File: config.mk
export PLATFORM = sky130hd
export DESIGN_NAME = dbs_arith
export DESIGN_NICKNAME = d
export VERILOG_FILES = /design/src/hdl/dbs_pkg.sv /design/src/hdl/dbs_arith.sv
export SDC_FILE = /design/constraint.sdc
export NUM_CORES = 1
export LEC_CHECK = 0
export ABC_AREA = 1
export BUFFER_PORTS_ARGS = -buffer_cell sky130_fd_sc_hd__buf_4
export CAP_MARGIN = 0
export CORE_MARGIN = 4
export CORE_UTILIZATION = 45
export CTS_CLUSTER_DIAMETER = 120
export CTS_CLUSTER_SIZE = 25
export DETAILED_ROUTE_END_ITERATION = 8
export SYNTH_ARGS = -nofsm -noshare
export SYNTH_HDL_FRONTEND = slang
export SYNTH_SLANG_ARGS = --single-unit
File: constraint.sdc
create_clock -name clk_i -period 7.3 [get_ports clk_i]
set_input_delay 1.46 -clock clk_i [delete_from_list [all_inputs] [get_ports clk_i]]
set_output_delay 1.46 -clock clk_i [all_outputs]
set_load 0.005 [all_outputs]
File: src/hdl/dbs_pkg.sv
package dbs_pkg;

  localparam int MaxDetsDef = 64;
  localparam int DataW      = 88;
  localparam int CoordW     = 16;
  localparam int EdgeW      = CoordW + 1;
  localparam int InterW     = 2 * EdgeW;
  localparam int AreaW      = 2 * CoordW;
  localparam int UnionW     = AreaW + 1;
  localparam int ThrW       = 16;
  localparam int MulAW      = UnionW;
  localparam int MulBW      = EdgeW;
  localparam int ProdW      = MulAW + MulBW;
  localparam int AddrW      = 3;

  typedef struct packed {
    logic [7:0]        cls;
    logic [15:0]       score;
    logic [CoordW-1:0] h;
    logic [CoordW-1:0] w;
    logic [CoordW-1:0] y;
    logic [CoordW-1:0] x;
  } det_t;

  typedef enum logic {
    REG_NMS_EN  = 1'b0,
    REG_IOU_THR = 1'b1
  } reg_idx_e;

  typedef enum logic [4:0] {
    S_LOAD,
    S_START,
    S_F1,
    S_GEOM,
    S_MI,
    S_MA,
    S_MB,
    S_UNI,
    S_MT,
    S_DEC,
    S_P2,
    S_F2,
    S_CONT,
    S_FIND,
    S_ESCAN,
    S_EF,
    S_EOUT,
    S_EMPTY
  } state_e;

endpackage

File: src/hdl/dbs_arith.sv
module dbs_arith
  import dbs_pkg::*;
(
  input  logic             clk_i,
  input  logic [MulAW-1:0] op_a_i,
  input  logic [MulBW-1:0] op_b_i,
  output logic [ProdW-1:0] prod_o
);

  always_ff @(posedge clk_i) begin
    prod_o <= ProdW'(op_a_i) * ProdW'(op_b_i);
  end

endmodule

==> key figures, run 1 <==
Die
  – Horiz. Die Dim: 222 um
  – Die ar.: 49,400 um2
  – Initial Utilization: 45.5%
  – Number of rows in the core area: 78
  – Core Region: 45,400 um2
  – Height of the die: 222 um
  – Top Ports: 101

Run
  – Max cap viols: 0

Timing
  – Final period util: 91.3%
  – Final Hold Fails: 0
  – Post-layout minimum cycle time: 6670 ps
  – Setup total negative slack: 0 ps
  – Unrepaired setup endpoints after global routing: false
  – Slew at the pin with the worst max-slew slack: 571 ps
  – Pins Over Slew Limit: 0
  – Highest clock rate: 150 MHz
  – Worst slew margin: 62.0%
  – Number of endpoints failing setup at the final stage: 0

Global routing
  – Global-route wire length before repair: 94,500 um
  – Overall fraction of global-route tracks in use: 23.7%
  – Aggregate global routing overflow: 0
  – Pin count of the biggest net entering global routing: 34
  – Via count of the first global-routing pass: 18,468
  – Antenna violations before repair: 0

Route
  – Count of routing violations after the opening detailed-route iteration: 868
  – Final wirelength: 56,000 um
  – Post-route ant nets: 0
  – Detailed-router iteration count before antenna repair: 5
  – Number of remaining DRC errors: 0
  – Routed wirelength normalized by instance count: 16.2 um
  – Number of vias per cell after detailed routing: 4.79
  – Overall via count from detail_route: 16,536

Finish
  – Commonest cells after routing, fill and taps aside: sky130_fd_sc_hd__inv_1, sky130_fd_sc_hd__nand2_1, sky130_fd_sc_hd__fa_1
  – Number of flip-flops in the largest register: 50
  – Share of cells above drive strength 1: 5.30%
  – Most flops, register: prod_o
  – Synth-to-Final Area Change: 5.79%
  – Registers with the most flip-flops: prod_o (50)
  – Count of nets after finishing: 3,488
  – Total inserted antenna cells: 0
  – Commonest non-fill, non-tap cell in the layout: sky130_fd_sc_hd__inv_1

Yosys
  – Synth Instances: 2,870
  – Sequential fraction of the synthesis area: 4.85%
  – Leading post-synthesis cells by cell area: sky130_fd_sc_hd__fa_1, sky130_fd_sc_hd__inv_1, sky130_fd_sc_hd__nand2_1, sky130_fd_sc_hd__ha_1, sky130_fd_sc_hd__dfxtp_1
  – Count of different cell masters after synthesis: 27
  – Post-synthesis sequential element count: 50
  – Yosys warning count: 0
  – Top cell type by total area after synthesis: sky130_fd_sc_hd__fa_1
  – Netlist area before placement: 20,700 um2
  – Area fraction of the dominant cell type after synthesis: 45.0%
  – Mean instance size in the synthesized netlist: 7.20 um2
  – Post-Syn Nets: 3,509

Hold path
  – Class of the worst hold path: in2reg
  – Start point of the worst hold path: op_a_i[0]

Clock tree
  – Post-CTS resize count: 0
  – Post-CTS setup-driven buffer insertion count: 0
  – Maximum number of buffers from clock root to sink: 2
  – Num CTS Buffers: 5
  – Root Buffer: sky130_fd_sc_hd__clkbuf_16
  – Hold Buf Count CTS: 0
  – CTS tree: built
  – Clk pin slew, worst setup/hold paths: 70 ps
  – Deepest level of the CTS H-tree: 2
  – Num Clock Sinks: 50

Critical path
  – Kind of critical path: in2reg
  – Timing startpoint of the critical path: op_b_i[2]
  – Endpoint type of the worst setup path: register
  – Required arrival time at the worst endpoint: 7480 ps
  – Largest fanout of any net on the critical path: 25
  – Critical Path Source Type: input pin
  – Arrival time worst endpoint: 6840 ps

Placed design
  – Routability cong.: 0.911
  – DP Wirelength: 45,900 um
  – # port buffers: 100

Outcome
  – Run status: finished, final reports clean
## metrics by stage
stage | instances | setup WS, ps | util (%) | hold WS [ps] | area (um2)
5_1_grt | 3450 | 277 | 48.1 | 1570 | 21800
3_5_place_dp | 3442 | 356 | 47.8 | 1840 | 21700
4_1_cts | 3450 | 649 | 48.1 | 1560 | 21800
3_3_place_gp | 3442 | 363 | 47.8 | 1840 | 21700
2_1_floorplan | 2870 | 843 | - | 1720 | 20700
6_report | 3450 | 635 | 48.1 | 1570 | 21800
## critical path, stage by stage
cell	delay, ps
sky130_fd_sc_hd__buf_4	310
sky130_fd_sc_hd__buf_4	250
sky130_fd_sc_hd__nand2_1	100
sky130_fd_sc_hd__fa_1	550
sky130_fd_sc_hd__inv_1	60
sky130_fd_sc_hd__fa_1	570
sky130_fd_sc_hd__fa_1	460
sky130_fd_sc_hd__fa_1	460
sky130_fd_sc_hd__fa_1	530
sky130_fd_sc_hd__inv_1	50
sky130_fd_sc_hd__fa_1	480
sky130_fd_sc_hd__inv_1	40
sky130_fd_sc_hd__ha_1	390
sky130_fd_sc_hd__nand2_1	150
sky130_fd_sc_hd__nor2_1	220
sky130_fd_sc_hd__nand2_1	140
sky130_fd_sc_hd__inv_1	70
sky130_fd_sc_hd__nand2_1	70
sky130_fd_sc_hd__nor2_1	120
sky130_fd_sc_hd__nand2_1	120
sky130_fd_sc_hd__nand4_1	130
sky130_fd_sc_hd__nand2_1	70
## layout make-up
type,instances,area [um2]
fillers,4559,23500
multi-input cells,1728,15600
inverters,958,3600
flip-flops and latches,50,1000
repair buffers,106,796
well taps,600,751
clock buffers,7,143
clock inverters,1,8.76
## cells in the mapped netlist
cell and count:
sky130_fd_sc_hd__clkbuf_1 134, sky130_fd_sc_hd__nand2_1 924, sky130_fd_sc_hd__nand4_1 7, sky130_fd_sc_hd__nor3_1 7
sky130_fd_sc_hd__nand2_2 6, sky130_fd_sc_hd__o21bai_1 5, sky130_fd_sc_hd__and2_1 1, sky130_fd_sc_hd__ha_1 124
sky130_fd_sc_hd__dfxtp_1 50, sky130_fd_sc_hd__nand3b_4 1, sky130_fd_sc_hd__nor2_1 63, sky130_fd_sc_hd__or2_1 1
sky130_fd_sc_hd__nand3_1 38, sky130_fd_sc_hd__fa_1 464, sky130_fd_sc_hd__xor2_1 22, sky130_fd_sc_hd__a31oi_1 3
sky130_fd_sc_hd__nor2_2 15, sky130_fd_sc_hd__nor4_1 1, sky130_fd_sc_hd__o21ai_0 1, sky130_fd_sc_hd__a21oi_1 26
sky130_fd_sc_hd__inv_1 955, sky130_fd_sc_hd__xnor2_1 6, sky130_fd_sc_hd__and2_4 1, sky130_fd_sc_hd__nor2_4 3
sky130_fd_sc_hd__nand3_2 8, sky130_fd_sc_hd__inv_2 3, sky130_fd_sc_hd__nor3_2 1
## metal layers
layer / wire, um / GRT usage, % / vias to the layer above
li1: - / - / 7737
met1: 22500 / 29.6 / 8181
met2: 28900 / 43.8 / 511
met3: 3000 / 2.63 / 107
met4: 1500 / 6.22 / 0
met5: 0 / 0 / -
## kinds of logic after synthesis
logic type,share of synthesized area (%)
buf+inv,19.8
simple gates,20.7
fa+ha+maj,52.5
flops,4.85
compound gates,0.927
xor+xnor,1.19
## final timing paths
| path | depth (start not counted) | end | slack (ps) |
|---|---|---|---|
| worst max-delay path | 22 | prod_o[47]$_DFF_P_ | 630 |
| worst min-delay path | 3 | prod_o[0]$_DFF_P_ | 1570 |
Power of run 1 is not shown: default switching activity piles up to over one toggle a cycle in this logic, so the estimate is an artifact.
==> run 2, diff against run 1 <==
--- a/config.mk
+++ b/config.mk
@@ -13,6 +13,8 @@
 export CTS_CLUSTER_DIAMETER = 120
 export CTS_CLUSTER_SIZE = 25
 export DETAILED_ROUTE_END_ITERATION = 8
+export RECOVER_POWER = 50
+export REMOVE_ABC_BUFFERS = 1
 export SYNTH_ARGS = -nofsm -noshare
 export SYNTH_HDL_FRONTEND = slang
 export SYNTH_SLANG_ARGS = --single-unit
==> run 2 against run 1 <==
  * The run now ends with capacitance limit, slew limit left
  * Sequential share of layout area hardly changed
  * Wire length is 0.34% higher
  * Via count is 0.50% higher
  * Fmax is 1.4% lower
  * Die area stayed put
  * Highest routed layer unchanged
==> key figures, run 2 (synthesis results as in run 1) <==
Outcome
  – Run status: finished with violations
  – Failing checks: capacitance limit, slew limit

Placed design
  – # port buffers: 100 (unchanged)
  – Routability cong.: 0.937 (+2.9%)
  – DP Wirelength: 46,000 um (+0.23%)

Finish
  – Registers with the most flip-flops: prod_o (50)
  – Most flops, register: prod_o
  – Share of cells above drive strength 1: 5.12% (-0.17 points)
  – Commonest non-fill, non-tap cell in the layout: sky130_fd_sc_hd__inv_1
  – Commonest cells after routing, fill and taps aside: sky130_fd_sc_hd__inv_1, sky130_fd_sc_hd__nand2_1, sky130_fd_sc_hd__fa_1
  – Count of nets after finishing: 3,487 (-0.029%)
  – Total inserted antenna cells: 0 (unchanged)
  – Number of flip-flops in the largest register: 50 (unchanged)
  – Synth-to-Final Area Change: 5.76% (about the same)

Timing
  – Highest clock rate: 148 MHz (-1.4%)
  – Number of endpoints failing setup at the final stage: 0 (unchanged)
  – Post-layout minimum cycle time: 6760 ps (+94.6 ps)
  – Setup total negative slack: 0 ps (unchanged)
  – Final Hold Fails: 0 (unchanged)
  – Worst slew margin: -27.2% (-89 points)
  – Slew at the pin with the worst max-slew slack: 1910 ps (+1340 ps)
  – Final period util: 92.6% (+1.3 points)
  – Unrepaired setup endpoints after global routing: false
  – Pins Over Slew Limit: 34 (+34)

Clock tree
  – Hold Buf Count CTS: 0 (unchanged)
  – Clk pin slew, worst setup/hold paths: 70 ps (about the same)
  – Post-CTS resize count: 0 (unchanged)
  – Root Buffer: sky130_fd_sc_hd__clkbuf_16
  – Num CTS Buffers: 5 (unchanged)
  – Maximum number of buffers from clock root to sink: 2 (unchanged)
  – Post-CTS setup-driven buffer insertion count: 0 (unchanged)
  – Deepest level of the CTS H-tree: 2 (unchanged)
  – CTS tree: built
  – Num Clock Sinks: 50 (unchanged)

Hold path
  – Start point of the worst hold path: op_a_i[0]
  – Class of the worst hold path: in2reg
  – Hold EP: prod_o[0]$_DFF_P_
  – WHS Path Cells: 3 (unchanged)

Route
  – Count of routing violations after the opening detailed-route iteration: 927 (+6.8%)
  – Detailed-router iteration count before antenna repair: 5 (unchanged)
  – Final wirelength: 56,200 um (+0.34%)
  – Number of vias per cell after detailed routing: 4.82 (+0.53%)
  – Routed wirelength normalized by instance count: 16.3 um (+0.37%)
  – Number of remaining DRC errors: 0 (unchanged)
  – Overall via count from detail_route: 16,618 (+0.50%)
  – Post-route ant nets: 0 (unchanged)

Global routing
  – Pin count of the biggest net entering global routing: 34 (unchanged)
  – Antenna violations before repair: 0 (unchanged)
  – Via count of the first global-routing pass: 18,427 (-0.22%)
  – Aggregate global routing overflow: 0 (unchanged)
  – Overall fraction of global-route tracks in use: 23.7% (about the same)
  – Global-route wire length before repair: 94,700 um (+0.28%)

Run
  – Max cap viols: 1 (+1)

Critical path
  – Endpoint type of the worst setup path: register
  – Kind of critical path: in2reg
  – Crit path max-delay cell type: sky130_fd_sc_hd__clkbuf_1
  – CP Cell Sequence: clkbuf_1, nand2_1, fa_1, inv_1, fa_1, fa_1, inv_1, fa_1, inv_1, ha_1, nand2_1, nor2_2, nand3_1, nand3_2, nand2_1, nand2_1, xor2_1
  – Largest fanout of any net on the critical path: 33 (+32%)
  – Arrival time worst endpoint: 6930 ps (+90 ps)
  – CP max stage delay: 1340 ps (+770 ps)
  – Required arrival time at the worst endpoint: 7470 ps (about the same)
  – Critical Path Source Type: input pin

Die
  – Horiz. Die Dim: 222 um (unchanged)
  – Top Ports: 101 (unchanged)
  – Height of the die: 222 um (unchanged)
  – Core Region: 45,400 um2 (unchanged)
  – Initial Utilization: 45.5% (unchanged)
  – Die ar.: 49,400 um2 (unchanged)
  – Number of rows in the core area: 78 (unchanged)
[run 2: final cells by class]
type / count / area [um2]
clock buffer: 5 / 125
clock inverter: 3 / 47.5
timing repair buffer: 105 / 769
multi-input combinational: 1728 / 15600
inverter: 958 / 3600
tap: 600 / 751
fill: 4601 / 23500
sequential: 50 / 1000
[run 2: through the flow]
stage | std cells | util (%) | setup slack [ps] | hold WS, ps | area, um2
final | 3449 | 48.1 | 540 | 1550 | 21800
after global routing | 3449 | 48.1 | 210 | 1550 | 21800
after CTS | 3449 | 48.2 | 624 | 1540 | 21900
after detailed placement | 3441 | 47.8 | 317 | 1840 | 21700
after global placement | 3441 | 47.8 | 279 | 1840 | 21700
after floorplan | 2736 | - | 1390 | 1550 | 20200
[run 2: worst max-delay path, delay by kind of cell]
kind / cells / cell delay, ps
XOR/XNOR: 1 / 350
adder cells (fa/ha/maj): 5 / 2510
buffers and inverters: 4 / 1490
AND/OR/NAND/NOR: 7 / 1110
[run 2: worst max-delay path by stage]
stage / start / endpoint / slack (ps) / cells after the start
5_1_grt: op_b_i[0] / prod_o[28]$_DFF_P_ / 210 / 17
3_3_place_gp: op_b_i[2] / prod_o[41]$_DFF_P_ / 280 / 21
3_5_place_dp: op_b_i[2] / prod_o[41]$_DFF_P_ / 320 / 21
4_1_cts: op_b_i[2] / prod_o[41]$_DFF_P_ / 620 / 21
2_1_floorplan: op_a_i[27] / prod_o[38]$_DFF_P_ / 1390 / 23
6_report: op_b_i[0] / prod_o[22]$_DFF_P_ / 540 / 17
[run 2: layer usage]
| metal | track usage, % | vias to the layer above | share of wire, % |
|---|---|---|---|
| li1 | - | 7723 | - |
| met1 | 31.1 | 8233 | 42 |
| met2 | 41.3 | 534 | 49 |
| met3 | 2.92 | 128 | 5.9 |
| met4 | 7.42 | 0 | 3.5 |
| met5 | 0 | - | 0 |
Power of run 2 is left out for the same reason.
