### src/hdl/dbs_pkg.sv
package dbs_pkg;

  localparam int MaxDetsDef = 64;
  localparam int DataW      = 88;
  localparam int CoordW     = 16;
  localparam int EdgeW      = CoordW + 1;
  localparam int InterW     = 2 * EdgeW;
  localparam int AreaW      = 2 * CoordW;
  localparam int UnionW     = AreaW + 1;
  localparam int ThrW       = 16;
  localparam int MulAW      = UnionW;
  localparam int MulBW      = EdgeW;
  localparam int ProdW      = MulAW + MulBW;
  localparam int AddrW      = 3;

  typedef struct packed {
    logic [7:0]        cls;
    logic [15:0]       score;
    logic [CoordW-1:0] h;
    logic [CoordW-1:0] w;
    logic [CoordW-1:0] y;
    logic [CoordW-1:0] x;
  } det_t;

  typedef enum logic {
    REG_NMS_EN  = 1'b0,
    REG_IOU_THR = 1'b1
  } reg_idx_e;

  typedef enum logic [4:0] {
    S_LOAD,
    S_START,
    S_F1,
    S_GEOM,
    S_MI,
    S_MA,
    S_MB,
    S_UNI,
    S_MT,
    S_DEC,
    S_P2,
    S_F2,
    S_CONT,
    S_FIND,
    S_ESCAN,
    S_EF,
    S_EOUT,
    S_EMPTY
  } state_e;

endpackage

### src/hdl/dbs_seq.sv
module dbs_seq
  import dbs_pkg::*;
#(
  parameter int MaxDets = MaxDetsDef,
  parameter int AW      = 6,
  parameter int CW      = 7
) (
  input  logic             clk_i,
  input  logic             rst_ni,
  input  logic             nms_en_i,
  input  logic [ThrW-1:0]  iou_thr_i,
  input  logic             s_valid_i,
  output logic             s_ready_o,
  input  logic             s_last_i,
  output logic             st_we_o,
  output logic [AW-1:0]    st_waddr_o,
  output logic [AW-1:0]    st_raddr_a_o,
  output logic [AW-1:0]    st_raddr_b_o,
  input  det_t             st_rdata_a_i,
  input  det_t             st_rdata_b_i,
  output logic [MulAW-1:0] mul_a_o,
  output logic [MulBW-1:0] mul_b_o,
  input  logic [ProdW-1:0] prod_i,
  output logic             m_valid_o,
  input  logic             m_ready_i,
  output det_t             m_data_o,
  output logic             m_user_o,
  output logic             m_last_o
);

  state_e              state_q, state_d;
  logic [CW-1:0]       cnt_q, cnt_d;
  logic [AW-1:0]       i_q, i_d, j_q, j_d, k_q, k_d, last_q, last_d;
  logic [MaxDets-1:0]  drop_q, drop_d, mark_q, mark_d;
  logic [EdgeW-1:0]    iw_q, iw_d, ih_q, ih_d;
  logic [InterW-1:0]   inter_q, inter_d;
  logic [AreaW-1:0]    area_q, area_d;
  logic [UnionW-1:0]   uni_q, uni_d;
  det_t                out_q, out_d;
  logic                ov_q, ov_d, ou_q, ou_d, ol_q, ol_d;

  logic [CW-1:0]       cm1, cm2;
  logic [EdgeW-1:0]    ar, ab, br, bb, l, t, r, d;
  logic                c_ij, c_ji, eq, slot, surv, is_stage1;

  function automatic logic holds(det_t o, det_t n);
    logic [EdgeW-1:0] orr, ob, nr, nb;
    orr = EdgeW'(o.x) + EdgeW'(o.w);
    ob  = EdgeW'(o.y) + EdgeW'(o.h);
    nr  = EdgeW'(n.x) + EdgeW'(n.w);
    nb  = EdgeW'(n.y) + EdgeW'(n.h);
    return (o.x <= n.x) && (o.y <= n.y) && (orr >= nr) && (ob >= nb);
  endfunction

  assign cm1 = cnt_q - CW'(1);
  assign cm2 = cnt_q - CW'(2);
  assign ar  = EdgeW'(st_rdata_a_i.x) + EdgeW'(st_rdata_a_i.w);
  assign ab  = EdgeW'(st_rdata_a_i.y) + EdgeW'(st_rdata_a_i.h);
  assign br  = EdgeW'(st_rdata_b_i.x) + EdgeW'(st_rdata_b_i.w);
  assign bb  = EdgeW'(st_rdata_b_i.y) + EdgeW'(st_rdata_b_i.h);
  assign l   = EdgeW'((st_rdata_a_i.x > st_rdata_b_i.x) ? st_rdata_a_i.x : st_rdata_b_i.x);
  assign t   = EdgeW'((st_rdata_a_i.y > st_rdata_b_i.y) ? st_rdata_a_i.y : st_rdata_b_i.y);
  assign r   = (ar < br) ? ar : br;
  assign d   = (ab < bb) ? ab : bb;
  assign c_ij = holds(st_rdata_a_i, st_rdata_b_i);
  assign c_ji = holds(st_rdata_b_i, st_rdata_a_i);
  assign eq   = (st_rdata_a_i.cls == st_rdata_b_i.cls);
  assign slot = !ov_q || m_ready_i;
  assign surv = !drop_q[k_q] && !mark_q[k_q];
  assign is_stage1 = (state_q == S_DEC);

  assign s_ready_o    = (state_q == S_LOAD);
  assign st_we_o      = s_valid_i && s_ready_o && (cnt_q < CW'(MaxDets));
  assign st_waddr_o   = cnt_q[AW-1:0];
  assign st_raddr_a_o = i_q;
  assign st_raddr_b_o = j_q;
  assign m_valid_o    = ov_q;
  assign m_data_o     = out_q;
  assign m_user_o     = ou_q;
  assign m_last_o     = ol_q;

  always_comb begin
    logic adv_j, adv_i;
    state_d = state_q;
    cnt_d   = cnt_q;
    i_d     = i_q;
    j_d     = j_q;
    k_d     = k_q;
    last_d  = last_q;
    drop_d  = drop_q;
    mark_d  = mark_q;
    iw_d    = iw_q;
    ih_d    = ih_q;
    inter_d = inter_q;
    area_d  = area_q;
    uni_d   = uni_q;
    out_d   = out_q;
    ov_d    = ov_q && !m_ready_i;
    ou_d    = ou_q;
    ol_d    = ol_q;
    mul_a_o = '0;
    mul_b_o = '0;
    adv_j   = 1'b0;
    adv_i   = 1'b0;

    unique case (state_q)
      S_LOAD: begin
        if (s_valid_i) begin
          if (st_we_o) begin
            cnt_d = cnt_q + CW'(1);
          end
          if (s_last_i) begin
            state_d = S_START;
          end
        end
      end
      S_START: begin
        if (cnt_q >= CW'(2)) begin
          i_d     = cm1[AW-1:0];
          j_d     = cm2[AW-1:0];
          state_d = nms_en_i ? S_F1 : S_P2;
        end else begin
          state_d = S_FIND;
          k_d     = cm1[AW-1:0];
        end
      end
      S_F1: state_d = S_GEOM;
      S_GEOM: begin
        iw_d    = (r > l) ? r - l : '0;
        ih_d    = (d > t) ? d - t : '0;
        state_d = S_MI;
      end
      S_MI: begin
        mul_a_o = MulAW'(iw_q);
        mul_b_o = ih_q;
        state_d = S_MA;
      end
      S_MA: begin
        inter_d = prod_i[InterW-1:0];
        mul_a_o = MulAW'(st_rdata_a_i.w);
        mul_b_o = MulBW'(st_rdata_a_i.h);
        state_d = S_MB;
      end
      S_MB: begin
        area_d  = prod_i[AreaW-1:0];
        mul_a_o = MulAW'(st_rdata_b_i.w);
        mul_b_o = MulBW'(st_rdata_b_i.h);
        state_d = S_UNI;
      end
      S_UNI: begin
        uni_d   = UnionW'(area_q) + UnionW'(prod_i[AreaW-1:0]) - UnionW'(inter_q);
        state_d = S_MT;
      end
      S_MT: begin
        mul_a_o = uni_q;
        mul_b_o = MulBW'(iou_thr_i);
        state_d = S_DEC;
      end
      S_DEC: begin
        if ((uni_q != '0) && ({inter_q, 16'h0} > prod_i)) begin
          if ($signed(st_rdata_a_i.score) < $signed(st_rdata_b_i.score)) begin
            drop_d[i_q] = 1'b1;
          end else begin
            drop_d[j_q] = 1'b1;
          end
        end
        adv_j = 1'b1;
      end
      S_P2: begin
        if (drop_q[i_q]) begin
          adv_i = 1'b1;
        end else if (drop_q[j_q]) begin
          adv_j = 1'b1;
        end else begin
          state_d = S_F2;
        end
      end
      S_F2: state_d = S_CONT;
      S_CONT: begin
        if (c_ij) begin
          if (eq) begin
            mark_d[i_q] = 1'b1;
          end
          adv_i = 1'b1;
        end else if (c_ji) begin
          if (eq) begin
            mark_d[j_q] = 1'b1;
          end
          adv_i = 1'b1;
        end else begin
          adv_j = 1'b1;
        end
      end
      S_FIND: begin
        if (cnt_q == '0) begin
          state_d = S_EMPTY;
        end else if (surv) begin
          last_d  = k_q;
          k_d     = '0;
          state_d = S_ESCAN;
        end else if (k_q == '0) begin
          state_d = S_EMPTY;
        end else begin
          k_d = k_q - AW'(1);
        end
      end
      S_ESCAN: begin
        if (surv) begin
          i_d     = k_q;
          state_d = S_EF;
        end else begin
          k_d = k_q + AW'(1);
        end
      end
      S_EF: state_d = S_EOUT;
      S_EOUT: begin
        if (slot) begin
          out_d = st_rdata_a_i;
          ov_d  = 1'b1;
          ou_d  = 1'b1;
          ol_d  = (k_q == last_q);
          if (k_q == last_q) begin
            state_d = S_LOAD;
            cnt_d   = '0;
            drop_d  = '0;
            mark_d  = '0;
          end else begin
            k_d     = k_q + AW'(1);
            state_d = S_ESCAN;
          end
        end
      end
      S_EMPTY: begin
        if (slot) begin
          out_d   = '0;
          ov_d    = 1'b1;
          ou_d    = 1'b0;
          ol_d    = 1'b1;
          state_d = S_LOAD;
          cnt_d   = '0;
          drop_d  = '0;
          mark_d  = '0;
        end
      end
      default: state_d = S_LOAD;
    endcase

    if (adv_j && (j_q != '0)) begin
      j_d     = j_q - AW'(1);
      state_d = is_stage1 ? S_F1 : S_P2;
    end else if (adv_j || adv_i) begin
      if (i_q == AW'(1)) begin
        if (is_stage1) begin
          i_d     = cm1[AW-1:0];
          j_d     = cm2[AW-1:0];
          state_d = S_P2;
        end else begin
          k_d     = cm1[AW-1:0];
          state_d = S_FIND;
        end
      end else begin
        i_d     = i_q - AW'(1);
        j_d     = i_q - AW'(2);
        state_d = is_stage1 ? S_F1 : S_P2;
      end
    end
  end

  always_ff @(posedge clk_i or negedge rst_ni) begin
    if (!rst_ni) begin
      state_q <= S_LOAD;
      cnt_q   <= '0;
      drop_q  <= '0;
      mark_q  <= '0;
      ov_q    <= 1'b0;
    end else begin
      state_q <= state_d;
      cnt_q   <= cnt_d;
      drop_q  <= drop_d;
      mark_q  <= mark_d;
      ov_q    <= ov_d;
    end
  end

  always_ff @(posedge clk_i) begin
    i_q     <= i_d;
    j_q     <= j_d;
    k_q     <= k_d;
    last_q  <= last_d;
    iw_q    <= iw_d;
    ih_q    <= ih_d;
    inter_q <= inter_d;
    area_q  <= area_d;
    uni_q   <= uni_d;
    out_q   <= out_d;
    ou_q    <= ou_d;
    ol_q    <= ol_d;
  end

  a_cnt_range: assert property (@(posedge clk_i) disable iff (!rst_ni)
    cnt_q <= CW'(MaxDets))
    else $error("detection count beyond capacity");

  a_pair_order: assert property (@(posedge clk_i) disable iff (!rst_ni)
    (state_q == S_GEOM || state_q == S_DEC || state_q == S_CONT) |-> (j_q < i_q))
    else $error("pair indexes out of order");

  a_empty_last: assert property (@(posedge clk_i) disable iff (!rst_ni)
    (ov_q && !ou_q) |-> ol_q)
    else $error("empty-frame result without last");

  a_frame_clear: assert property (@(posedge clk_i) disable iff (!rst_ni)
    (ov_d && !ov_q && ol_d) |=> (state_q == S_LOAD && cnt_q == '0))
    else $error("frame state not cleared after final result");

endmodule

### config.mk
export PLATFORM = sky130hd
export DESIGN_NAME = dbs_seq
export DESIGN_NICKNAME = d
export VERILOG_FILES = /design/src/hdl/dbs_pkg.sv /design/src/hdl/dbs_seq.sv
export SDC_FILE = /design/constraint.sdc
export NUM_CORES = 2
export LEC_CHECK = 0
export ABC_CLOCK_PERIOD_IN_PS = 7800
export BUFFER_PORTS_ARGS = -buffer_cell sky130_fd_sc_hd__buf_2
export CAP_MARGIN = 10
export CORE_MARGIN = 10
export CORE_UTILIZATION = 28
export DETAILED_ROUTE_END_ITERATION = 8
export GPL_ROUTABILITY_DRIVEN = 0
export MAX_ROUTING_LAYER = met4
export PLACE_DENSITY_LB_ADDON = 0.1
export REMOVE_ABC_BUFFERS = 1
export SLEW_MARGIN = 20
export SYNTH_ARGS = -nofsm -noshare
export SYNTH_HDL_FRONTEND = slang
export SYNTH_SLANG_ARGS = --single-unit
### constraint.sdc
create_clock -name clk_i -period 7.8 [get_ports clk_i]
set_clock_uncertainty 0.2 [all_clocks]
set_input_delay 0.78 -clock clk_i [delete_from_list [all_inputs] [get_ports clk_i]]
set_output_delay 0.78 -clock clk_i [all_outputs]
set_load 0.05 [all_outputs]
==> qor.txt <==
Worst hold path class -> in2async
Die Ht -> 350.2 um
Arr. time, crit path -> 7.45 ns
Cell taking the most area after synthesis -> edfxtp_1
Most common cell in the netlist -> nor2_1
Number of routed nets with antenna violations -> 0
Site Rows -> 121
CP max stage cell -> a2111oi_0
Worst vdd ir -> 0.0001859 V
Wire per inst -> 24.95 um
Pleak -> 16.00 nW
Routed via count -> 26690
Top cell type's share of synthesized area -> 22.52%
Fin crit share -> 92.86%
Syn Area/Cell -> 9.302 um2
H-Tree Depth -> 2
Synth top area cells -> edfxtp_1 23%, dfrtp_1 12%, ha_1 11%
Synthesized area -> 30530 um2
Max-Cap Viols -> 0
Final hold vios -> 0
Initial Util -> 28.13%
Worst R2R Setup Slack -> 2.84 ns
Worst-case clock buffer depth -> 3
First drt pass iteration count -> 5
Top cells by instance count after synthesis -> 402 x nor2_1, 275 x a21oi_1, 262 x ha_1
Sequential area share after synthesis -> 35.26%
Setup-failing EPs final -> 0
GRT Total Usage -> 20.83%
Seq cells post-synth -> 388
Setup Crit Path Kind -> in2reg
Worst EP required -> 8.01 ns
Drt total wl -> 128.3 mm
Post-synthesis cell type count -> 95
CP Max Fanout -> 12
Global route overflow -> 0
Prevailing post-synth register cell -> edfxtp_1
1st-iter DRT viols -> 2037
Clock transition at the registers of the reported paths -> 0.06 ns
First-pass GRT wire length -> 186.2 mm
Area delta synth->final -> 18.53%
Warnings, synthesis -> 0
Clock Tree Root -> clkbuf_16
Util after Layout -> 33.34%
DRC Markers -> 0
Die width -> 350.2 um
Clk sinks -> 388
Max Clock Freq -> 138.1 MHz
DP Wirelength -> 96.88 mm
Clock latency on the worst-skew pair -> 0.66 ns
Initial antenna violation count -> 10
Synth Instances -> 3282
Nets -> 4230
Critical path startpoint category -> input pin
FF-to-FF Start -> st_raddr_b_o[2]$_DFF_P_
Core area -> 108600 um2
Cell count after placement -> 5041
RSZ-0062 raised after global routing -> false
Status -> finished, final reports clean
Final Slew Violations -> 0
Worst R2R Path Depth -> 11
Pwr Density -> 188.1 nW/um2
Slew HR -> 28.82%
EDFF count, synth -> 229
Vias per cell -> 5.189
Worst path max stage delay -> 0.40 ns
Share of cells above drive strength 1 -> 19.62%
Post-synth ARST share -> 36.34%
Setup crit end kind -> register
I/O pin cnt -> 409
CTS buffer count -> 53
Pwr Total -> 6.806 mW
CTS tree -> yes
Port Buffer Count -> 408
Fin crit period -> 7.243 ns
Setup bufs post-CTS -> 0
RR Endpoint -> k_q[2]$_DFF_P_
Die area -> 122600 um2
Non-Filler Instances -> 5144
Vias in the first global route -> 26810
Largest net degree at the start of global routing -> 92
Slew of the pin with the lowest slew margin -> 1.065 ns
final cells by class:
class | instances | area [um2]
fill | 11410 | 72360
multi-input combinational | 2489 | 18240
sequential | 388 | 10770
timing repair buffer | 499 | 2744
tap | 1414 | 1769
clock buffer | 72 | 1459
inverter | 251 | 942.2
clock inverter | 26 | 256.5
antenna | 5 | 12.51
worst max-delay path, delay by kind of cell:
| family | cells | cell delay [ns] |
|---|---|---|
| buf+inv | 3 | 0.48 |
| compound gates | 14 | 3.20 |
| mux | 1 | 0.37 |
| xor+xnor | 1 | 0.16 |
| simple gates | 9 | 1.60 |
| fa+ha+maj | 3 | 0.86 |
cells in the final DEF, fill, tap and decap left out, types with 35 or more instances in the layout:
| cell | Yosys | routed |
|---|---|---|
| a211oi_1 | 39 | 38 |
| xnor2_1 | 67 | 67 |
| a22oi_1 | 70 | 70 |
| a21oi_1 | 275 | 275 |
| nand2_1 | 167 | 166 |
| mux2_2 | 73 | 73 |
| inv_1 | 248 | 248 |
| a21o_1 | 68 | 68 |
| buf_2 | 28 | 407 |
| buf_4 | 14 | 90 |
| xor2_1 | 69 | 69 |
| o21ai_0 | 109 | 107 |
| nor3_1 | 56 | 54 |
| clkbuf_16 | 0 | 54 |
| fa_1 | 38 | 38 |
| ha_1 | 262 | 262 |
| o2bb2ai_1 | 64 | 64 |
| nand3_1 | 58 | 58 |
| nand4_1 | 37 | 37 |
| mux2i_1 | 122 | 122 |
| o21a_1 | 35 | 35 |
| edfxtp_1 | 229 | 229 |
| nor2_1 | 402 | 395 |
| dfrtp_1 | 141 | 140 |
| and2_1 | 83 | 83 |
registers in the layout, indices dropped and copies added, names as in the netlist:
register / flops
m_user_o: 1
cnt_q: 7
ih_q: 17
k_q: 6
last_q: 6
iw_q: 17
uni_q: 33
m_last_o: 1
mark_q: 64
st_raddr_a_o: 6
st_raddr_b_o: 6
inter_q: 34
m_valid_o: 1
state_q: 5
drop_q: 64
m_data_o: 88
area_q: 32
kinds of logic (layout without fill, tap and decap cells):
family          after synthesis  count (layout)  synth area share (%)
simple gates                995             995                 15.63
mux                         214             214                 8.094
compound gates              844             844                 18.52
buf+inv                     405             848                 5.364
other cells                   0               5                     0
xor+xnor                    136             136                 3.901
fa+ha+maj                   300             300                 13.23
flops                       388             388                 35.26
routing by layer:
layer	GRT usage [%]	wire [um]
met3	3.974	8837
met4	6.694	4038
met5	-	0
met2	31.87	56640
met1	27.57	58810
per-stage QoR:
step / TNS, ns / hold WS, ns / setup WS (ns) / cell area, um2
finish: 0 / 0.04943 / 0.5567 / 36190
detailed placement: -1.680 / 0.2754 / -0.3825 / 34450
floorplan: -174.62 / 0.2544 / -1.551 / 29830
global placement: -0.2546 / 0.2697 / -0.1681 / 34450
global route: 0 / 0.1045 / 0.02769 / 36180
CTS: 0 / 0.06245 / 0.2883 / 36170
report_power, final:
group | total, mW | switching, mW | internal [mW]
logic | 2.05 | 1.18 | 0.868
clock network | 2.51 | 1.04 | 1.46
registers | 2.25 | 0.00696 | 2.25
worst max path at each step:
stage,startpoint,endpoint,depth (start not counted)
2_1_floorplan,st_rdata_b_i[0],mark_q[12]$_DFFE_PN0P_,22
3_3_place_gp,st_rdata_b_i[17],ih_q[9]$_SDFFCE_PP0N_,31
3_5_place_dp,st_rdata_b_i[17],ih_q[9]$_SDFFCE_PP0N_,31
4_1_cts,st_rdata_b_i[17],ih_q[9]$_SDFFCE_PP0N_,31
5_1_grt,st_rdata_b_i[17],ih_q[9]$_SDFFCE_PP0N_,31
6_report,st_rdata_b_i[17],ih_q[9]$_SDFFCE_PP0N_,31
repair_timing:
action | CTS | global route
endpoints found under the hold margin | 0 | 0
gates resized for setup | 0 | 2
hold buffers | 0 | 0
setup endpoints to repair | 0 | 1
Note: power is estimated with default switching activity, not from simulation.
